**src/sv/scba_pkg.sv**
```systemverilog
// shared types and constants for the size-class block allocator
// no dependencies; used by every module of the block but scba_ram
`default_nettype none

package scba_pkg;

    localparam int KIND_W      = 2;
    localparam int SIZE_W      = 16;
    localparam int ADDR_W      = 18;
    localparam int CLS_W       = 4;
    localparam int TOTAL_W     = 32;
    localparam int FREE_SLOT_W = ADDR_W - 4;
    localparam int BS_W        = 10;
    localparam int NUM_CLASSES = 14;

    // block size of each class in bytes
    localparam logic [BS_W-1:0] CLASS_BYTES [NUM_CLASSES] = '{
        10'd16,  10'd32,  10'd64,  10'd96,  10'd128, 10'd160, 10'd192,
        10'd224, 10'd256, 10'd320, 10'd384, 10'd448, 10'd512, 10'd640
    };

    // request kinds on the input channel
    localparam logic [KIND_W-1:0] KIND_ALLOC = 2'd0;
    localparam logic [KIND_W-1:0] KIND_FREE  = 2'd1;
    localparam logic [KIND_W-1:0] KIND_CLEAR = 2'd2;

    typedef enum logic [1:0] {
        ST_DONE      = 2'd0,
        ST_IGNORED   = 2'd1,
        ST_OVERSIZE  = 2'd2,
        ST_EXHAUSTED = 2'd3
    } status_t;

    typedef enum logic [1:0] {
        CMD_REPLY = 2'd0,
        CMD_FREE  = 2'd1,
        CMD_ALLOC = 2'd2,
        CMD_CLEAR = 2'd3
    } cmd_op_t;

    typedef struct packed {
        cmd_op_t                op;
        status_t                status;
        logic [CLS_W-1:0]       cls;
        logic [FREE_SLOT_W-1:0] free_slot;
        logic                   in_pool;
        logic [TOTAL_W-1:0]     total;
    } cmd_t;

    typedef enum logic [1:0] {
        BK_IDLE      = 2'd0,
        BK_POP       = 2'd1,
        BK_CARVE     = 2'd2,
        BK_CARVE_END = 2'd3
    } back_state_t;

endpackage

`default_nettype wire

```
**src/sv/scba_queue.sv**
```systemverilog
// short command queue between front and back
// depends on scba_pkg (cmd_t)
`default_nettype none

module scba_queue #(
    parameter int DEPTH = 2,
    localparam int PW   = (DEPTH > 1) ? $clog2(DEPTH) : 1,
    localparam int CW   = $clog2(DEPTH + 1)
) (
    input  wire logic          clk,
    input  wire logic          rst_n,
    input  wire logic          push,
    input  wire scba_pkg::cmd_t push_cmd,
    input  wire logic          pop,
    output scba_pkg::cmd_t     head_cmd,
    output logic               empty,
    output logic               full
);

    scba_pkg::cmd_t entry_reg [DEPTH];
    logic [PW-1:0]  wr_ptr_reg, wr_ptr_next;
    logic [PW-1:0]  rd_ptr_reg, rd_ptr_next;
    logic [CW-1:0]  count_reg, count_next;

    assign empty    = (count_reg == '0);
    assign full     = (count_reg == CW'(DEPTH));
    assign head_cmd = entry_reg[rd_ptr_reg];

    always_comb
    begin
        wr_ptr_next = wr_ptr_reg;
        rd_ptr_next = rd_ptr_reg;
        count_next  = count_reg;
        if (push)
        begin
            wr_ptr_next = (wr_ptr_reg == PW'(DEPTH - 1)) ? '0 : wr_ptr_reg + 1'b1;
        end
        if (pop)
        begin
            rd_ptr_next = (rd_ptr_reg == PW'(DEPTH - 1)) ? '0 : rd_ptr_reg + 1'b1;
        end
        if (push && !pop)
        begin
            count_next = count_reg + 1'b1;
        end
        else if (pop && !push)
        begin
            count_next = count_reg - 1'b1;
        end
    end

    always_ff @(posedge clk or negedge rst_n)
    begin
        if (!rst_n)
        begin
            wr_ptr_reg <= '0;
            rd_ptr_reg <= '0;
            count_reg  <= '0;
        end
        else
        begin
            wr_ptr_reg <= wr_ptr_next;
            rd_ptr_reg <= rd_ptr_next;
            count_reg  <= count_next;
        end
    end

    always_ff @(posedge clk)
    begin
        if (push)
        begin
            entry_reg[wr_ptr_reg] <= push_cmd;
        end
    end

endmodule

`default_nettype wire

```
**config.mk**
```make
export PLATFORM = sky130hd
export DESIGN_NAME = scba_queue
export DESIGN_NICKNAME = d
export VERILOG_FILES = /design/src/sv/scba_pkg.sv /design/src/sv/scba_queue.sv
export SDC_FILE = /design/constraint.sdc
export NUM_CORES = 1
export LEC_CHECK = 0
export ABC_AREA = 1
export BUFFER_PORTS_ARGS = -buffer_cell sky130_fd_sc_hd__buf_2
export CORE_UTILIZATION = 56
export CTS_CLUSTER_DIAMETER = 80
export DETAILED_ROUTE_END_ITERATION = 6
export PLACE_DENSITY = 0.84
export SLEW_MARGIN = 20
export SYNTH_ARGS = -nofsm -noshare
export SYNTH_HDL_FRONTEND = slang
export SYNTH_SLANG_ARGS = --single-unit
```
**constraint.sdc**
```tcl
create_clock -name clk -period 6.5 [get_ports clk]
set_input_delay 0.975 -clock clk [delete_from_list [all_inputs] [get_ports clk]]
set_output_delay 0.975 -clock clk [all_outputs]
set_load 0.03 [all_outputs]
```
==> results.yml, run 1 <==
placed_design:
  dp_hpwl_um: 4440
  numPortBuffers: 115
  gp_congestion: 0.681
  numPlacedInstances: 406
route:
  wl_met3_um: 389
  routed_wl_um: 7000
  wl_per_cell_um: 16.0
  top_layer: "met4"
  drt_iter0_drc: 114
  ant_nets: 0
  vias: 2163
  routed_via_density: 4.95
  drcViolationCount: 0
  dr_wl_met2_um: 3540
  wl_met1_um: 2950
  dr.pass1.iters: 4
synth:
  post_synth.cell_area_avg_um2: 22.1
  ys_seq_area_share_pct: 78.4
  ys_types: 14
  synth_area_um2: 4340
  synth_top_area_share_pct: 76.1
  synth_nets: 256
  synth_edf_count: 110
  ys.flop_type: "edfxtp_1"
  ys_async_sr_fraction_pct: 3.51
  synth_top_cell_by_area: "edfxtp_1"
  synth.area.top_cells: "edfxtp_1, mux2_4, mux2_2"
  synth_common_cells: "edfxtp_1, mux2_4, mux2_2, inv_1"
  yosys_warnings: 0
  syn_inst: 196
  synth_seq_cells: 114
  yosysMostFrequentCell: "edfxtp_1"
worst_hold_path:
  hp-class: "input port to async pin"
critical_path:
  reg2reg_slack_ns: 4.70
  crit_cells: 2
  path_class: "flip-flop to primary output"
  cp.arrival_ns: 2.15
  worst-path-buf-inv: 1
  worstRegToRegCells: 2
  cp-end-kind: "primary output"
  crit_family: "flip-flops"
  crit_path_max_fanout: 56
  critPathLaunch: "rd_ptr_reg"
  crit_slowest_cell: "dfrtp_4"
  worstReg2RegStart: "wr_ptr_reg"
  setup.worst_path.start_class: "flip-flop"
  cp.required_ns: 5.52
  timing.rr.end: "entry_reg[0][23]"
  slowest_delay_ns: 1.04
  cp_cell_sequence: "mux2_2 -> buf_2"
clocking:
  cts_tree: "done"
  cts-hold-fix-buffers: 0
  cts_htree_levels: 4
  cts_root_buf: "clkbuf_8"
  insertion_delay_ns: 0.49
  clkSlewWorstSetupHoldPaths_ns: 0.05
  postCtsSetupRepairBufs: 0
  numClockSinks: 114
  cts-buffers-inserted: 17
  cts_resized: 0
  clockBufferDepth: 2
timing:
  tightest_slew_ns: 0.933
  slew_headroom_pct: 37.8
  finalClockSkew_ns: 0.00590
  rsz0062_at_grt: "false"
  hold_violations: 0
  post-route-period-util_pct: 48.1
  slew_viol_final: 0
  fmax_mhz: 320
  timing.setup.tns_ns: 0
  final-setup-viol-count: 0
  fin_crit_ns: 3.13
global_routing:
  grt_pass1_wl_um: 11000
  grt_pass1_vias: 2253
  grtUsageTotal_pct: 18.4
  grt_start_max_net_pins: 57
  antenna_found_initial: 1
  grt-ovfl-total: 0
power_and_ir_drop:
  p_leak_nw: 2.29
  p_per_area_nw_per_um2: 510
  clkPwrFrac_pct: 31.5
  pwr-share-seq_pct: 38.9
  internal_power_mw: 1.94
  vdd_drop_max_mv: 0.350
  p_comb_share_pct: 29.7
  p_switching_uw: 908
  switching_share_pct: 31.8
layout:
  final_nets: 386
  area_delta_synth_final_pct: 28.8
  final_cells: 437
  drive_gt1_share_pct: 59.6
  largest_reg_flops: 110
flow_run:
  max_cap_viol_count: 0
floorplanning:
  rows: 31
  core_um2: 7370
  fp.dieW_um: 90.0
  die_area_um2: 8110
  start_util_pct: 58.9
  io_pins: 116
  fp.dieH_um: 90.0
outcome:
  status: "completed"
kinds of logic (layout without fill, tap and decap cells):
| family | after synthesis | after routing | share of synthesized area, % |
|---|---|---|---|
| XOR/XNOR | 3 | 3 | 0.605 |
| AND/OR/NAND/NOR | 10 | 10 | 0.951 |
| flip-flops | 114 | 114 | 78.4 |
| other | 0 | 1 | 0 |
| adder cells (fa/ha/maj) | 1 | 1 | 0.288 |
| multiplexers | 55 | 55 | 17.7 |
| buffers and inverters | 13 | 154 | 2.02 |
metal layers:
| layer | global-route usage (%) | up-vias |
|---|---|---|
| met5 | 0 | - |
| met2 | 29.9 | 92 |
| met3 | 7.19 | 10 |
| li1 | - | 1020 |
| met4 | 7.66 | 0 |
| met1 | 21.8 | 1041 |
layout make-up:
cell class | count | area, µm²
diodes | 1 | 2.50
repair buffers | 117 | 591
well taps | 99 | 124
flip-flops and latches | 114 | 3410
fillers | 451 | 1780
clock buffers | 17 | 414
multi-input cells | 69 | 857
clock inverters | 13 | 169
inverters | 7 | 26.3
worst max path at each step:
stage                      end  slack (ns)
3_3_place_gp      head_cmd[39]        3.88
6_report          head_cmd[35]        3.37
3_5_place_dp      head_cmd[35]        3.88
2_1_floorplan  entry_reg[0][0]        2.71
5_1_grt           head_cmd[35]        3.27
4_1_cts           head_cmd[35]        3.34
cell usage in the layout, fill, tap and decap left out, types with 3 or more instances in the layout:
cell type	synthesis	layout
clkinv_1	0	4
mux2_4	40	40
clkbuf_16	0	16
inv_1	7	6
buf_2	1	115
mux2_2	15	15
edfxtp_1	110	110
dfrtp_1	4	3
nand2_1	5	5
bufinv_16	0	4
power groups by stage:
stage	clock network (mW)	registers, mW	logic [mW]
after floorplan	0	1.03	0.751
after global placement	0	1.12	0.839
after detailed placement	0	1.12	0.852
after CTS	0.909	1.11	0.854
after global routing	0.941	1.13	0.888
final	0.898	1.11	0.846
per-stage QoR:
stage / utilization, % / hold WS, ns / cell area, µm² / total power [mW] / setup slack (ns)
2_1_floorplan: - / 0.463 / 4340 / 1.78 / 2.71
3_3_place_gp: 67.9 / 0.479 / 5000 / 1.95 / 3.88
3_5_place_dp: 67.9 / 0.502 / 5000 / 1.98 / 3.88
4_1_cts: 75.8 / 0.262 / 5590 / 2.87 / 3.34
5_1_grt: 75.9 / 0.262 / 5590 / 2.96 / 3.27
6_report: 75.9 / 0.291 / 5590 / 2.85 / 3.37
Note: power is estimated with default switching activity, not from simulation.
==> run 2: changes to the inputs <==
--- a/config.mk
+++ b/config.mk
@@ -5,12 +5,12 @@
 export SDC_FILE = /design/constraint.sdc
 export NUM_CORES = 1
 export LEC_CHECK = 0
-export ABC_AREA = 1
+export ABC_AREA = 0
 export BUFFER_PORTS_ARGS = -buffer_cell sky130_fd_sc_hd__buf_2
-export CORE_UTILIZATION = 56
+export CORE_UTILIZATION = 52
 export CTS_CLUSTER_DIAMETER = 80
 export DETAILED_ROUTE_END_ITERATION = 6
-export PLACE_DENSITY = 0.84
+export PLACE_DENSITY = 0.79
 export SLEW_MARGIN = 20
 export SYNTH_ARGS = -nofsm -noshare
 export SYNTH_HDL_FRONTEND = slang
==> constraint.sdc (replaced) <==
create_clock -name clk -period 3.2 [get_ports clk]
set_input_delay 0.48 -clock clk [delete_from_list [all_inputs] [get_ports clk]]
set_output_delay 0.48 -clock clk [all_outputs]
set_load 0.03 [all_outputs]
==> run 2 against run 1 <==
Net effect:
- sequential power is 100% higher
- clock skew is 0.00066 ns higher
- synthesized area decreased by 0.46%
- global-route usage is 1.3 points lower
- final area hardly changed
- first-iteration DRC count decreased by 20%
- core utilization decreased by 4.9 points
- clock power increased by 96%
- largest power group unchanged
- die area is 7.0% higher
- register-to-register slack worse by 3.2 ns
- non-clock buffer count grew 2
- via count down 1.6%
- largest cell class unchanged
==> results.yml, run 2 <==
outcome:
  status: "completed"
power_and_ir_drop:
  pwr-share-seq_pct: 39.1
  p_leak_nw: 2.27
  p_per_area_nw_per_um2: 1030
  vdd_drop_max_mv: 0.619
  internal_power_mw: 3.84
  p_switching_mw: 1.91
  switching_share_pct: 33.2
  clkPwrFrac_pct: 30.7
  p_comb_share_pct: 30.2
  total_power_mw: 5.74
timing:
  fin_crit_ns: 2.65
  post-route-period-util_pct: 82.9
  fin_ws_ns: 0.549
  fmax_mhz: 377
  hold_violations: 0
  timing.setup.tns_ns: 0
  tightest_slew_ns: 0.966
  finalClockSkew_ns: 0.00656
  final-setup-viol-count: 0
  rsz0062_at_grt: "false"
  holdWs_ns: 0.168
  slew_viol_final: 0
  slew_headroom_pct: 35.6
layout:
  layout_common_cells: "buf_2, edfxtp_1, mux2_4"
  final_nets: 379
  final_common_cell: "buf_2"
  n_antenna_cell: 0
  area_delta_synth_final_pct: 29.5
  final_cells: 434
  utilization_pct: 70.9
  final_cell_area_um2: 5590
  largest_reg_flops: 110
  drive_gt1_share_pct: 62.7
synth:
  ys.flop_type: "edfxtp_1"
  synth_area_um2: 4320
  yosysMostFrequentCell: "edfxtp_1"
  synth_edf_count: 110
  ys_async_sr_fraction_pct: 3.51
  post_synth.cell_area_avg_um2: 23.1
  synth.area.top_cells: "edfxtp_1, mux2_4, mux2_2"
  synth_common_cells: "edfxtp_1, mux2_4, mux2_2, buf_6"
  ys_seq_area_share_pct: 78.8
  synth_top_area_share_pct: 76.5
  ys_types: 13
  yosys_warnings: 0
  syn_inst: 187
  synth_top_cell_by_area: "edfxtp_1"
  synth_seq_cells: 114
  synth_nets: 247
placed_design:
  dp_slack_ns: 1.03
  gp_congestion: 0.646
  dp_hpwl_um: 4520
  numPlacedInstances: 401
  dpl_cell_area_um2: 5010
  numPortBuffers: 115
route:
  drcViolationCount: 0
  drt_iter0_drc: 91
  routed_via_density: 4.90
  routed_wl_um: 6950
  ant_nets: 0
  dr.pass1.iters: 4
  vias: 2128
  wl_per_cell_um: 16.0
global_routing:
  grt_start_max_net_pins: 57
  grt_pass1_vias: 2205
  grt_pass1_wl_um: 10600
  antenna_found_initial: 0
  grt-ovfl-total: 0
  grtUsageTotal_pct: 17.1
clocking:
  cts_root_buf: "clkbuf_8"
  cts_htree_levels: 4
  cts_tree: "done"
  insertion_delay_ns: 0.50
  cts_resized: 0
  numClockSinks: 114
  clockBufferDepth: 2
  clkSlewWorstSetupHoldPaths_ns: 0.06
  cts-buffers-inserted: 17
floorplanning:
  start_util_pct: 54.8
  io_pins: 116
  die_area_um2: 8680
  rows: 32
  core_um2: 7890
  fp.dieH_um: 93.2
  fp.dieW_um: 93.2
worst_hold_path:
  hp-class: "input port to flip-flop"
critical_path:
  path_class: "flip-flop to primary output"
  cp-end-kind: "primary output"
  setup.worst_path.start_class: "flip-flop"
  crit_path_max_fanout: 56
  cp.required_ns: 2.72
  cp.arrival_ns: 2.17
flow_run:
  max_cap_viol_count: 0
run 2: final timing paths:
| path | to | slack, ns | from | cells after the start |
|---|---|---|---|---|
| max in group asynchronous | rd_ptr_reg | 2.72 | rst_n | 2 |
| min in group asynchronous | count_reg[0] | 0.35 | rst_n | 2 |
| min reg2reg | count_reg[1] | 0.49 | count_reg[1] | 1 |
| max | head_cmd[41] | 0.55 | rd_ptr_reg | 2 |
| min | entry_reg[0][29] | 0.17 | push_cmd[29] | 1 |
| max reg2reg | entry_reg[1][3] | 1.53 | wr_ptr_reg | 2 |
run 2: repair_timing:
action / in CTS / in global routing
hold buffers: 1 / 0
buffers inserted: 0 / 0
endpoints found under the hold margin: 4 / 0
run 2: cell families after synthesis:
logic type | Yosys count | share of synthesized area (%)
simple gates | 5 | 0.608
flops | 114 | 78.8
xor+xnor | 5 | 1.01
buf+inv | 7 | 1.51
mux | 55 | 17.8
fa+ha+maj | 1 | 0.290
run 2: final cells by class:
type | count | area, µm²
clock buffers | 17 | 414
fillers | 538 | 2290
well taps | 102 | 128
inverters | 1 | 3.75
repair buffers | 119 | 621
multi-input cells | 66 | 861
clock inverters | 15 | 160
flip-flops and latches | 114 | 3410
run 2: power groups by stage:
stage / combinational [mW] / sequential (mW) / clock [mW]
after floorplan: 1.52 / 2.09 / 0
after global placement: 1.73 / 2.26 / 0
after detailed placement: 1.75 / 2.29 / 0
after CTS: 1.76 / 2.26 / 1.80
after global routing: 1.83 / 2.28 / 1.87
final: 1.73 / 2.25 / 1.76
run 2: layer usage:
metal	GRT usage, %	wire, µm	up-vias	share of wire [%]
met5	0	0	-	0
met3	6.26	421	8	6.1
met4	6.54	70	0	1.0
met2	27.7	3510	84	50
met1	20.9	2950	1036	42
li1	-	-	1000	-
run 2: critical path, stage by stage, from the launching register on:
cell and delay, ns:
dfrtp_4 1.06, mux2_2 0.42, buf_2 0.18
==> run 3: changes to the inputs <==
--- a/config.mk
+++ b/config.mk
@@ -5,12 +5,12 @@
 export SDC_FILE = /design/constraint.sdc
 export NUM_CORES = 1
 export LEC_CHECK = 0
-export ABC_AREA = 0
+export ABC_AREA = 1
 export BUFFER_PORTS_ARGS = -buffer_cell sky130_fd_sc_hd__buf_2
-export CORE_UTILIZATION = 52
+export CORE_UTILIZATION = 47
 export CTS_CLUSTER_DIAMETER = 80
 export DETAILED_ROUTE_END_ITERATION = 6
-export PLACE_DENSITY = 0.79
+export PLACE_DENSITY = 0.75
 export SLEW_MARGIN = 20
 export SYNTH_ARGS = -nofsm -noshare
 export SYNTH_HDL_FRONTEND = slang
==> constraint.sdc (replaced) <==
create_clock -name clk -period 2.4 [get_ports clk]
set_input_delay 0.36 -clock clk [delete_from_list [all_inputs] [get_ports clk]]
set_output_delay 0.36 -clock clk [all_outputs]
set_load 0.03 [all_outputs]
==> run 3 against run 2 <==
Net effect:
- the run now ends with DRC left
- first-iteration DRC count is 40% higher
- die area is 11% higher
- total power is 41% higher
- cell count is 3.9% higher
- global-route usage is 1.6 points lower
- via count is 3.3% higher
- sequential cell count stayed put
- clock skew is 0.0021 ns lower
- critical path depth is 1 higher
==> results.yml, run 3 (same netlist as run 1, synthesis figures left out) <==
outcome:
  status: "complete, but fails checks"
  violations: "DRC"
floorplanning:
  fp.dieH_um: 98.1
  rows: 34
  start_util_pct: 49.1
  io_pins: 116
  core_um2: 8850
  fp.dieW_um: 98.1
  die_area_um2: 9620
clocking:
  cts_tree: "done"
  cts_root_buf: "clkbuf_8"
  cts_htree_levels: 4
  cts-hold-fix-buffers: 1
  insertion_delay_ns: 0.49
  clkSlewWorstSetupHoldPaths_ns: 0.06
  clockBufferDepth: 2
  cts_resized: 0
  postCtsSetupRepairBufs: 0
  cts-buffers-inserted: 17
  numClockSinks: 114
power_and_ir_drop:
  p_leak_nw: 2.34
  p_per_area_nw_per_um2: 1410
  vdd_drop_max_mv: 0.751
timing:
  post-route-period-util_pct: 91.7
  tightest_slew_ns: 0.453
  fmax_mhz: 454
  slew_headroom_pct: 69.8
  finalClockSkew_ns: 0.00443
  timing.setup.tns_ns: 0
  rsz0062_at_grt: "false"
  fin_ws_ns: 0.199
  hold_violations: 0
  final-setup-viol-count: 0
  fin_crit_ns: 2.20
  slew_viol_final: 0
route:
  drt_iter0_drc: 127
  dr.pass1.iters: 6
  routed_via_density: 4.87
  drcViolationCount: 9
  wl_per_cell_um: 15.5
  ant_nets: 0
  routed_wl_um: 7010
  vias: 2198
critical_path:
  crit_slowest_cell: "dfrtp_4"
  cp.required_ns: 2.04
  setup.worst_path.start_class: "flip-flop"
  cp-end-kind: "primary output"
  path_class: "flip-flop to primary output"
  cp_cell_sequence: "buf_12 -> mux2_2 -> buf_2"
  cp.arrival_ns: 1.84
  crit_path_max_fanout: 28
  slowest_delay_ns: 0.52
placed_design:
  dp_hpwl_um: 4610
  numPortBuffers: 115
  dp_slack_ns: 0.698
  gp_congestion: 0.650
global_routing:
  grt-ovfl-total: 0
  antenna_found_initial: 0
  grtUsageTotal_pct: 15.4
  grt_pass1_wl_um: 10900
  grt_pass1_vias: 2202
  grt_start_max_net_pins: 34
layout:
  layout_common_cells: "buf_2, edfxtp_1, mux2_4"
  final_nets: 391
  n_antenna_cell: 0
  area_delta_synth_final_pct: 32.1
  final_common_cell: "buf_2"
  drive_gt1_share_pct: 60.9
  largest_reg_flops: 110
worst_hold_path:
  hp-class: "input port to flip-flop"
flow_run:
  max_cap_viol_count: 0
run 3: cell types whose count changed in the layout (fill, tap and decap cells not counted), moves of 2 or more:
cell / delta
buf_4: +2
bufinv_16: +4
clkinv_2: -2
clkinv_4: -3
inv_1: +5
nand2_1: +5
xor2_1: -2
run 3: critical path, delay by kind of cell, from the launching register on:
family                 cells  cell delay [ns]
DFF                        1             0.52
muxes                      1             0.37
buffers and inverters      2             0.43
run 3: layout make-up:
class                   instances  area [µm²]
well taps                     108         135
repair buffers                122         656
flip-flops and latches        114        3410
inverters                       7        26.3
clock inverters                14         236
fillers                       639        3120
clock buffers                  17         414
multi-input cells              69         857
run 3: power breakdown:
part	switching [mW]	internal, mW	total [mW]	leakage, nW
clock network	0.833	1.89	2.72	0.304
registers	0.152	2.65	2.80	1.08
logic	1.54	1.02	2.56	0.961
run 3: final timing paths:
kind | from | end | slack (ns) | cells past startpoint
min in group asynchronous | rst_n | count_reg[1] | 0.21 | 2
max in group asynchronous | rst_n | rd_ptr_reg | 2.04 | 2
worst min-delay path | push_cmd[47] | entry_reg[1][47] | 0.06 | 1
worst min register to register | count_reg[1] | count_reg[1] | 0.53 | 2
worst max-delay path | rd_ptr_reg | head_cmd[39] | 0.20 | 3
worst max register to register | wr_ptr_reg | entry_reg[0][0] | 1.07 | 2
run 3: metrics by stage:
step	hold WS (ns)	std cells	power, mW	utilization, %	cell area (µm²)
6_report	0.0574	451	8.08	64.8	5730
5_1_grt	0.0236	451	8.40	64.8	5730
4_1_cts	0.0297	451	8.18	64.8	5730
3_5_place_dp	0.181	419	5.44	57.3	5070
3_3_place_gp	0.174	419	5.39	57.3	5070
2_1_floorplan	0.0644	196	4.82	-	4340
run 3: metal layers:
layer	share of wire [%]	global-route usage, %
met2	51	25.5
met3	7.5	6.51
met1	41	18.0
met4	0.73	5.59
met5	0	0
