### config.mk
export PLATFORM = sky130hd
export DESIGN_NAME = scba_front
export DESIGN_NICKNAME = d
export VERILOG_FILES = /design/src/sv/scba_pkg.sv /design/src/sv/scba_front.sv
export SDC_FILE = /design/constraint.sdc
export NUM_CORES = 1
export LEC_CHECK = 0
export ABC_AREA = 1
export BUFFER_PORTS_ARGS = -buffer_cell sky130_fd_sc_hd__buf_2
export CORE_MARGIN = 1.5
export CORE_UTILIZATION = 34
export DETAILED_ROUTE_END_ITERATION = 10
export GPL_TIMING_DRIVEN = 0
export SYNTH_ARGS = -nofsm -noshare
export SYNTH_HDL_FRONTEND = slang
export SYNTH_SLANG_ARGS = --single-unit
### constraint.sdc
create_clock -name clk -period 8.31 [get_ports clk]
set_input_delay 1.662 -clock clk [delete_from_list [all_inputs] [get_ports clk]]
set_output_delay 1.662 -clock clk [all_outputs]
set_load 0.005 [all_outputs]
### src/sv/scba_pkg.sv
// shared types and constants for the size-class block allocator
// no dependencies; used by every module of the block but scba_ram
`default_nettype none

package scba_pkg;

    localparam int KIND_W      = 2;
    localparam int SIZE_W      = 16;
    localparam int ADDR_W      = 18;
    localparam int CLS_W       = 4;
    localparam int TOTAL_W     = 32;
    localparam int FREE_SLOT_W = ADDR_W - 4;
    localparam int BS_W        = 10;
    localparam int NUM_CLASSES = 14;

    // block size of each class in bytes
    localparam logic [BS_W-1:0] CLASS_BYTES [NUM_CLASSES] = '{
        10'd16,  10'd32,  10'd64,  10'd96,  10'd128, 10'd160, 10'd192,
        10'd224, 10'd256, 10'd320, 10'd384, 10'd448, 10'd512, 10'd640
    };

    // request kinds on the input channel
    localparam logic [KIND_W-1:0] KIND_ALLOC = 2'd0;
    localparam logic [KIND_W-1:0] KIND_FREE  = 2'd1;
    localparam logic [KIND_W-1:0] KIND_CLEAR = 2'd2;

    typedef enum logic [1:0] {
        ST_DONE      = 2'd0,
        ST_IGNORED   = 2'd1,
        ST_OVERSIZE  = 2'd2,
        ST_EXHAUSTED = 2'd3
    } status_t;

    typedef enum logic [1:0] {
        CMD_REPLY = 2'd0,
        CMD_FREE  = 2'd1,
        CMD_ALLOC = 2'd2,
        CMD_CLEAR = 2'd3
    } cmd_op_t;

    typedef struct packed {
        cmd_op_t                op;
        status_t                status;
        logic [CLS_W-1:0]       cls;
        logic [FREE_SLOT_W-1:0] free_slot;
        logic                   in_pool;
        logic [TOTAL_W-1:0]     total;
    } cmd_t;

    typedef enum logic [1:0] {
        BK_IDLE      = 2'd0,
        BK_POP       = 2'd1,
        BK_CARVE     = 2'd2,
        BK_CARVE_END = 2'd3
    } back_state_t;

endpackage

`default_nettype wire

### src/sv/scba_front.sv
// front part: accepts requests, rounds size to a class, keeps the byte total
// depends on scba_pkg (cmd_t, class table, kind and status codes)
`default_nettype none

module scba_front #(
    parameter int CHUNK_BYTES = 16384,
    parameter int POOL_CHUNKS = 16,
    parameter int MAX_BLOCK   = 640,
    parameter int CLASS_COUNT = 14
) (
    input  wire logic                          clk,
    input  wire logic                          rst_n,
    input  wire logic                          req_valid,
    output logic                               req_ready,
    input  wire logic [scba_pkg::KIND_W-1:0]   kind,
    input  wire logic [scba_pkg::SIZE_W-1:0]   req_size,
    input  wire logic [scba_pkg::ADDR_W-1:0]   free_addr,
    input  wire logic                          q_full,
    output logic                               push,
    output scba_pkg::cmd_t                     push_cmd
);

    localparam int STRIDE          = (CHUNK_BYTES + 15) / 16 * 16;
    localparam int SLOTS_PER_CHUNK = STRIDE / 16;
    localparam int LINK_DEPTH      = POOL_CHUNKS * SLOTS_PER_CHUNK;
    localparam int DEPTH_W         = $clog2(LINK_DEPTH + 1) + 1;
    localparam int CMP_W           = scba_pkg::SIZE_W + 1;

    logic [scba_pkg::TOTAL_W-1:0] total_reg, total_next;
    logic [scba_pkg::CLS_W-1:0]   cls;
    logic                         found;
    logic                         oversize;
    logic                         size_zero;
    logic [DEPTH_W-1:0]           slot_wide;

    assign req_ready = !q_full;
    assign push      = req_valid && !q_full;
    assign size_zero = (req_size == '0);

    // first enabled class that holds the size
    always_comb
    begin
        found = 1'b0;
        cls   = '0;
        for (int c = scba_pkg::NUM_CLASSES - 1; c >= 0; c--)
        begin
            if (c < CLASS_COUNT &&
                CMP_W'(req_size) <= CMP_W'(scba_pkg::CLASS_BYTES[c]))
            begin
                found = 1'b1;
                cls   = scba_pkg::CLS_W'(c);
            end
        end
    end

    assign oversize  = (CMP_W'(req_size) > CMP_W'(MAX_BLOCK)) || !found;
    assign slot_wide = DEPTH_W'(free_addr[scba_pkg::ADDR_W-1:4]);

    always_comb
    begin
        total_next = total_reg;
        if (!size_zero)
        begin
            case (kind)
                scba_pkg::KIND_ALLOC: total_next = total_reg + scba_pkg::TOTAL_W'(req_size);
                scba_pkg::KIND_FREE:  total_next = total_reg - scba_pkg::TOTAL_W'(req_size);
                default:              total_next = total_reg;
            endcase
        end
    end

    always_comb
    begin
        push_cmd.op        = scba_pkg::CMD_REPLY;
        push_cmd.status    = scba_pkg::ST_IGNORED;
        push_cmd.cls       = '0;
        push_cmd.free_slot = free_addr[scba_pkg::ADDR_W-1:4];
        push_cmd.in_pool   = (slot_wide < DEPTH_W'(LINK_DEPTH));
        push_cmd.total     = total_next;
        case (kind)
            scba_pkg::KIND_CLEAR:
            begin
                push_cmd.op     = scba_pkg::CMD_CLEAR;
                push_cmd.status = scba_pkg::ST_DONE;
            end
            scba_pkg::KIND_ALLOC, scba_pkg::KIND_FREE:
            begin
                if (size_zero)
                begin
                    push_cmd.status = scba_pkg::ST_IGNORED;
                end
                else if (oversize)
                begin
                    push_cmd.status = scba_pkg::ST_OVERSIZE;
                end
                else
                begin
                    push_cmd.op     = (kind == scba_pkg::KIND_ALLOC) ?
                                      scba_pkg::CMD_ALLOC : scba_pkg::CMD_FREE;
                    push_cmd.status = scba_pkg::ST_DONE;
                    push_cmd.cls    = cls;
                end
            end
            default:
            begin
                push_cmd.status = scba_pkg::ST_IGNORED;
            end
        endcase
    end

    always_ff @(posedge clk or negedge rst_n)
    begin
        if (!rst_n)
        begin
            total_reg <= '0;
        end
        else if (push)
        begin
            total_reg <= total_next;
        end
    end

endmodule

`default_nettype wire

==> run_summary.xml, run 1 <==
<?xml version="1.0" encoding="UTF-8"?>
<metrics>
  <group name="outcome">
    <metric name="result_of_the_run" unit="">finished, final reports clean</metric>
  </group>
  <group name="clocking">
    <metric name="cts.repair.resized" unit="">0</metric>
    <metric name="clock_sink_count" unit="">32</metric>
    <metric name="post_cts.repair.setup_buffers" unit="">0</metric>
    <metric name="worstSkewPairLatency" unit="ps">290</metric>
    <metric name="cts-buffers-inserted" unit="">5</metric>
    <metric name="clockRootBuffer" unit="">clkbuf_16</metric>
    <metric name="ctsHoldBuffers" unit="">0</metric>
    <metric name="cts.reportedPaths.clkPinSlew" unit="ps">60</metric>
    <metric name="tritoncts" unit="">done</metric>
    <metric name="cts.htree.levels" unit="">2</metric>
    <metric name="cts_buffer_depth" unit="">2</metric>
  </group>
  <group name="global_routing">
    <metric name="grt_overflow" unit="">0</metric>
    <metric name="grt_antenna_before_repair" unit="">0</metric>
    <metric name="groute.usage.overall" unit="">0.213</metric>
    <metric name="grt_first_pass_wirelength" unit="mm">24.5</metric>
    <metric name="pin_count_of_the_biggest_net_entering_global_routing" unit="">33</metric>
    <metric name="grt_pass1_vias" unit="">4841</metric>
  </group>
  <group name="die">
    <metric name="die_w" unit="um">122</metric>
    <metric name="core_region_area" unit="sq mm">0.0138</metric>
    <metric name="std_cell_rows" unit="">43</metric>
    <metric name="floorplan_die_area" unit="sq mm">0.0149</metric>
    <metric name="die_y" unit="um">122</metric>
    <metric name="start_util" unit="">0.348</metric>
    <metric name="io_pins" unit="">97</metric>
  </group>
  <group name="synth">
    <metric name="ys_dominant_reg_cell" unit="">dfrtp_1</metric>
    <metric name="post_synth.cell_area_avg" unit="sq um">6.06</metric>
    <metric name="netlist_area" unit="sq mm">0.00481</metric>
    <metric name="synth.ff_latch_count" unit="">32</metric>
    <metric name="number_of_distinct_library_cells_after_synthesis" unit="">47</metric>
    <metric name="syn_inst" unit="">795</metric>
    <metric name="mappedNetlistNets" unit="">869</metric>
    <metric name="async_flop_share" unit="">1.00</metric>
    <metric name="proportion_of_synthesized_chip_area_in_sequential_cells" unit="">0.166</metric>
    <metric name="synth_enable_flop_cells" unit="">0</metric>
    <metric name="yosys_warnings" unit="">0</metric>
  </group>
  <group name="timing">
    <metric name="fin_tns_setup" unit="ps">0</metric>
    <metric name="max_clock_freq" unit="MHz">149</metric>
    <metric name="layout_worst_path_cycle_share" unit="">0.807</metric>
    <metric name="setup_viol" unit="">0</metric>
    <metric name="unrepaired_setup_endpoints_after_global_routing" unit="">no</metric>
    <metric name="worst-slew-pin-transition" unit="ps">825</metric>
    <metric name="timing_hold_violations_final" unit="">0</metric>
    <metric name="worst_clock_skew" unit="ps">9.71</metric>
    <metric name="finalHoldWorstSlack" unit="ps">510</metric>
    <metric name="final_period_minus_worst_setup_slack" unit="ps">6710</metric>
    <metric name="worst_slew_margin_rel" unit="">0.450</metric>
    <metric name="maxSlewViolCount" unit="">0</metric>
  </group>
  <group name="setup_path">
    <metric name="required" unit="ps">6650</metric>
    <metric name="worstSetupPathType" unit="">in -&gt; out</metric>
    <metric name="worst-endpoint-arrival" unit="ps">5050</metric>
    <metric name="crit_path_end_kind" unit="">output pin</metric>
    <metric name="critical_path_fanouts_max" unit="">5</metric>
    <metric name="start_kind" unit="">input pin</metric>
  </group>
  <group name="pwr">
    <metric name="seq_power_share" unit="">0.204</metric>
    <metric name="switching_power" unit="mW">0.614</metric>
    <metric name="ir_drop_worst_case_vdd" unit="mV">0.0861</metric>
    <metric name="power.combinational.fraction" unit="">0.641</metric>
    <metric name="swShare" unit="">0.491</metric>
    <metric name="internal-power" unit="mW">0.637</metric>
    <metric name="power_per_cell_area" unit="mW/mm^2">225</metric>
    <metric name="clkPwrFrac" unit="">0.155</metric>
    <metric name="p_leak" unit="nW">3.01</metric>
  </group>
  <group name="finish">
    <metric name="number_of_flip_flops_under_the_largest_register_name" unit="">32</metric>
    <metric name="final_layout_size_suffix_gt1_frac" unit="">0.180</metric>
    <metric name="area_growth" unit="%">15.4</metric>
    <metric name="insertedDiodeCount" unit="">0</metric>
    <metric name="net_count_final" unit="">950</metric>
    <metric name="end_of_flow_core_utilization" unit="">0.402</metric>
    <metric name="fillerInstances" unit="">1534</metric>
  </group>
  <group name="hold_path">
    <metric name="worstHoldPathType" unit="">reg -&gt; reg</metric>
  </group>
  <group name="placement">
    <metric name="place_congestion" unit="">0.931</metric>
    <metric name="hpwl_detailed" unit="mm">12.7</metric>
    <metric name="number_of_port_buffers" unit="">74</metric>
  </group>
  <group name="flow_run">
    <metric name="number_of_maximum_capacitance_constraint_violations" unit="">0</metric>
  </group>
  <group name="detailed_routing">
    <metric name="detail-route-antenna-nets" unit="">0</metric>
    <metric name="drt_first_iter_violations" unit="">381</metric>
    <metric name="drc_errors" unit="">0</metric>
    <metric name="vias" unit="">5203</metric>
    <metric name="wirelength" unit="mm">15.5</metric>
    <metric name="drt-pass1-iter-count" unit="">5</metric>
    <metric name="post_drt_via_cell_ratio" unit="">4.92</metric>
    <metric name="routedWlPerCell" unit="um">14.6</metric>
  </group>
</metrics>
## cell type report
| class | count | area (sq um) | share of cell area |
|---|---|---|---|
| well taps | 180 | 225 | 0.0405 |
| flip-flops and latches | 32 | 801 | 0.144 |
| repair buffers | 74 | 370 | 0.0667 |
| inverters | 99 | 379 | 0.0682 |
| clock buffers | 8 | 146 | 0.0263 |
| plain buffers | 34 | 256 | 0.0462 |
| multi-input cells | 630 | 3380 | 0.608 |
## synth_stat cells (6+ instances only)
| cell type | instances | share of area |
|---|---|---|
| o21ai_2 | 18 | 0.033 |
| a31oi_1 | 12 | 0.016 |
| nand3_1 | 48 | 0.050 |
| nor2_1 | 81 | 0.063 |
| buf_4 | 15 | 0.023 |
| o21ai_1 | 11 | 0.011 |
| xor2_1 | 12 | 0.022 |
| a21o_1 | 6 | 0.0094 |
| inv_1 | 92 | 0.072 |
| o21ai_0 | 28 | 0.029 |
| nand4_1 | 6 | 0.0078 |
| nor2_2 | 7 | 0.0091 |
| buf_6 | 7 | 0.016 |
| dfrtp_1 | 32 | 0.17 |
| xnor2_1 | 14 | 0.025 |
| ha_1 | 33 | 0.086 |
| a21oi_1 | 41 | 0.043 |
| nor3_1 | 7 | 0.0073 |
| nand2_1 | 261 | 0.20 |
| clkbuf_1 | 8 | 0.0062 |
## worst max-delay path, cell delays in order
cell,delay [ps]
buf_2,130
nor3_2,260
inv_1,60
nor2_1,180
nand2_1,100
or3_1,330
nor2_1,110
ha_1,230
o21ai_0,180
ha_1,310
a21oi_1,210
inv_1,60
a21oi_1,330
nor2_1,70
nor2_1,140
nor2_1,80
nor2_1,180
nand2_1,80
nand2_1,50
nand3_1,80
nand2_1,70
inv_1,30
buf_2,110
## metal layers
metal | wire (um) | track usage | up-vias
met1 | 7260 | 0.291 | 2312
met5 | 0 | 0 | -
met4 | 424 | 0.0743 | 0
met3 | 1060 | 0.0262 | 23
met2 | 6700 | 0.344 | 176
li1 | - | - | 2692
## worst paths after layout
check,startpoint,end,slack [ps],depth (start not counted)
max in group asynchronous,rst_n,total_reg[5],6320,1
max,req_size[2],push_cmd[30],1600,23
min,total_reg[30],total_reg[30],510,2
max reg2reg,total_reg[0],total_reg[30],5710,16
min reg2reg,total_reg[30],total_reg[30],510,2
min in group asynchronous,rst_n,total_reg[28],1480,1
## cells by family after synthesis
kind of cell,synth area share
AND/OR/NAND/NOR,0.393
AO/OA/AOI/OAI,0.170
flip-flops,0.166
XOR/XNOR,0.0473
other,0.000779
buffers and inverters,0.132
adder cells (fa/ha/maj),0.0899
## through the flow
stage / std cells / worst slack, ps / cell area [sq um] / total power, mW
after detailed placement: 1049 / 1620 / 5410 / 1.06
after global placement: 1049 / 1620 / 5410 / 1.05
after global routing: 1057 / 1170 / 5560 / 1.37
after CTS: 1057 / 1610 / 5560 / 1.26
final: 1057 / 1600 / 5560 / 1.25
after floorplan: 795 / 2320 / 4810 / 0.823
## cells in the final DEF (no fill, tap or decap), types with 10 or more instances in the layout
cell type / n
o21ai_2: 18
buf_2: 77
inv_1: 92
a21oi_1: 41
a31oi_1: 12
o21ai_1: 11
clkbuf_1: 10
nor2_1: 81
ha_1: 33
o21ai_0: 28
dfrtp_1: 32
xnor2_1: 14
buf_4: 15
nand2_1: 261
nand3_1: 48
xor2_1: 12
## power by group through the flow
| stage | Clock [mW] | Combinational [mW] | Sequential [mW] |
|---|---|---|---|
| final | 0.194 | 0.803 | 0.255 |
| after global routing | 0.203 | 0.904 | 0.263 |
| after CTS | 0.199 | 0.803 | 0.254 |
| after detailed placement | 0 | 0.800 | 0.255 |
| after global placement | 0 | 0.796 | 0.256 |
| after floorplan | 0 | 0.582 | 0.241 |
Power figures use the tool's default switching activity.
==> run 2, diff against run 1 <==
==> constraint.sdc (replaced) <==
create_clock -name clk -period 5.7 [get_ports clk]
set_input_delay 1.14 -clock clk [delete_from_list [all_inputs] [get_ports clk]]
set_output_delay 1.14 -clock clk [all_outputs]
set_load 0.005 [all_outputs]
==> run_summary.xml, run 2 (synthesized netlist as in run 1, its figures left out) <==
<?xml version="1.0" encoding="UTF-8"?>
<metrics>
  <group name="die">
    <metric name="die_w" unit="um">122</metric>
    <metric name="std_cell_rows" unit="">43</metric>
    <metric name="start_util" unit="">0.348</metric>
    <metric name="io_pins" unit="">97</metric>
    <metric name="floorplan_die_area" unit="sq mm">0.0149</metric>
    <metric name="core_region_area" unit="sq mm">0.0138</metric>
    <metric name="die_y" unit="um">122</metric>
  </group>
  <group name="detailed_routing">
    <metric name="drt-pass1-iter-count" unit="">8</metric>
    <metric name="wirelength" unit="mm">15.5</metric>
    <metric name="drc_errors" unit="">0</metric>
    <metric name="drt_first_iter_violations" unit="">313</metric>
    <metric name="routedWlPerCell" unit="um">14.7</metric>
    <metric name="vias" unit="">5236</metric>
    <metric name="detail-route-antenna-nets" unit="">0</metric>
    <metric name="post_drt_via_cell_ratio" unit="">4.95</metric>
  </group>
  <group name="global_routing">
    <metric name="grt_util_met1" unit="">0.291</metric>
    <metric name="pin_count_of_the_biggest_net_entering_global_routing" unit="">33</metric>
    <metric name="grt_pass1_vias" unit="">4841</metric>
    <metric name="grt_first_pass_wirelength" unit="mm">24.5</metric>
    <metric name="gr-usage-met3" unit="">0.0262</metric>
    <metric name="groute.usage.overall" unit="">0.213</metric>
    <metric name="grt_overflow" unit="">0</metric>
    <metric name="globalRoute.busiestLayer" unit="">met2</metric>
    <metric name="met2_usage" unit="">0.344</metric>
    <metric name="grt_antenna_before_repair" unit="">0</metric>
  </group>
  <group name="placement">
    <metric name="place_congestion" unit="">0.931</metric>
    <metric name="hpwl_detailed" unit="mm">12.7</metric>
    <metric name="placed_area" unit="sq mm">0.00541</metric>
    <metric name="number_of_port_buffers" unit="">74</metric>
  </group>
  <group name="setup_path">
    <metric name="cp.buffers_inverters" unit="">5</metric>
    <metric name="critical_path.most_common_cell" unit="">nor2_1</metric>
    <metric name="worst_path_max_delay_cell" unit="">or3_1</metric>
    <metric name="worstSetupPathType" unit="">in -&gt; out</metric>
    <metric name="start_kind" unit="">input pin</metric>
    <metric name="crit_path_end_kind" unit="">output pin</metric>
    <metric name="cp_cell_sequence" unit="">buf_2 &gt; nor3_4 &gt; inv_1 &gt; nor2_2 &gt; nand2_1 &gt; or3_1 &gt; nor2_1 &gt; ha_1 &gt; o21ai_1 &gt; ha_2 &gt; a21oi_2 &gt; inv_1 &gt; a21oi_4 &gt; nor2_1 &gt; nor2_1 &gt; nor2_1 &gt; nor2_1 &gt; nand2_1 &gt; nand2_1 &gt; nand3_1 &gt; nand2_1 &gt; inv_1 &gt; buf_2</metric>
    <metric name="worst-endpoint-arrival" unit="ps">4250</metric>
    <metric name="required" unit="ps">4560</metric>
    <metric name="crit_path_max_incr_delay" unit="ps">330</metric>
    <metric name="critical_path_fanouts_max" unit="">5</metric>
    <metric name="path_delay_family" unit="">simple AND/OR/NAND/NOR gates</metric>
  </group>
  <group name="pwr">
    <metric name="power_per_cell_area" unit="mW/mm^2">329</metric>
    <metric name="total_power" unit="mW">1.84</metric>
    <metric name="ir_drop_worst_case_vdd" unit="mV">0.126</metric>
    <metric name="p_leak" unit="nW">3.02</metric>
  </group>
  <group name="timing">
    <metric name="worst-slew-pin-transition" unit="ps">824</metric>
    <metric name="final_period_minus_worst_setup_slack" unit="ps">5390</metric>
    <metric name="maxSlewViolCount" unit="">0</metric>
    <metric name="setup_viol" unit="">0</metric>
    <metric name="worst_clock_skew" unit="ps">10.6</metric>
    <metric name="timing_hold_violations_final" unit="">0</metric>
    <metric name="max_clock_freq" unit="MHz">185</metric>
    <metric name="layout_worst_path_cycle_share" unit="">0.946</metric>
    <metric name="worst_slew_margin_rel" unit="">0.450</metric>
  </group>
  <group name="finish">
    <metric name="layout_commonest_cell" unit="">nand2_1</metric>
    <metric name="area_growth" unit="%">16.1</metric>
    <metric name="final_instance_area" unit="sq mm">0.00559</metric>
    <metric name="most-common-layout-cells" unit="">261 x nand2_1, 92 x inv_1, 80 x nor2_1, 77 x buf_2, 47 x nand3_1</metric>
    <metric name="net_count_final" unit="">950</metric>
    <metric name="number_of_flip_flops_under_the_largest_register_name" unit="">32</metric>
    <metric name="insertedDiodeCount" unit="">0</metric>
    <metric name="final_layout_size_suffix_gt1_frac" unit="">0.186</metric>
    <metric name="end_of_flow_core_utilization" unit="">0.404</metric>
  </group>
  <group name="clocking">
    <metric name="cts.htree.levels" unit="">2</metric>
    <metric name="cts-buffers-inserted" unit="">5</metric>
    <metric name="clock_sink_count" unit="">32</metric>
    <metric name="clockRootBuffer" unit="">clkbuf_16</metric>
    <metric name="post_cts.repair.setup_buffers" unit="">0</metric>
    <metric name="cts.reportedPaths.clkPinSlew" unit="ps">60</metric>
    <metric name="tritoncts" unit="">done</metric>
    <metric name="worstSkewPairLatency" unit="ps">290</metric>
    <metric name="cts_buffer_depth" unit="">2</metric>
  </group>
  <group name="outcome">
    <metric name="result_of_the_run" unit="">finished, final reports clean</metric>
  </group>
  <group name="flow_run">
    <metric name="number_of_maximum_capacitance_constraint_violations" unit="">0</metric>
  </group>
  <group name="hold_path">
    <metric name="worstHoldPathType" unit="">reg -&gt; reg</metric>
  </group>
</metrics>
-- run 2: cell counts in the layout (fill, tap and decap cells not counted) --
Identical to the previous run, type by type.
-- run 2: power by group --
part	total (mW)	switching, mW	leakage, nW	internal (mW)
Sequential	0.371	0.0677	0.401	0.303
Clock	0.284	0.110	0.0712	0.175
Combinational	1.18	0.725	2.55	0.455
Total	1.84	0.903	3.02	0.933
-- run 2: area by class of cell --
type	instances	area, sq um
sequential	32	801
multi-input combinational	630	3410
timing repair buffer	74	370
clock buffer	8	146
fill	1536	8240
tap	180	225
buffer	34	256
inverter	99	379
-- run 2: final timing paths --
kind / start / endpoint / slack, ps / depth (start not counted)
setup / recovery: req_size[2] / push_cmd[30] / 310 / 23
setup reg to reg: total_reg[0] / total_reg[30] / 3100 / 16
max in group asynchronous: rst_n / total_reg[5] / 4230 / 1
hold / removal: total_reg[30] / total_reg[30] / 510 / 2
min in group asynchronous: rst_n / total_reg[2] / 950 / 1
hold reg to reg: total_reg[30] / total_reg[30] / 510 / 2
-- run 2: per-stage QoR --
stage	worst slack (ps)	hold slack [ps]	TNS (ps)	instances
after floorplan	753	469	0	795
after global placement	51.4	494	0	1049
after detailed placement	55.0	500	0	1049
after CTS	39.5	512	0	1057
after global routing	-11.2	540	-11.2	1057
final	309	509	0	1057
-- run 2: metal layers --
metal  vias up  part of all wire
met5         -                 0
met4         0             0.027
met3        25             0.066
met2       173              0.44
met1      2346              0.47
li1       2692                 -
-- run 2: what timing repair did --
item | in CTS | in global routing
endpoints found under the setup margin | 0 | 9
resized for setup | 0 | 8
hold buffers | 0 | 0
-- run 2: tightest hold or removal path: stages (launching register included) --
cell and delay (ps):
dfrtp_1 360, nand2_1 60, nand2_1 60
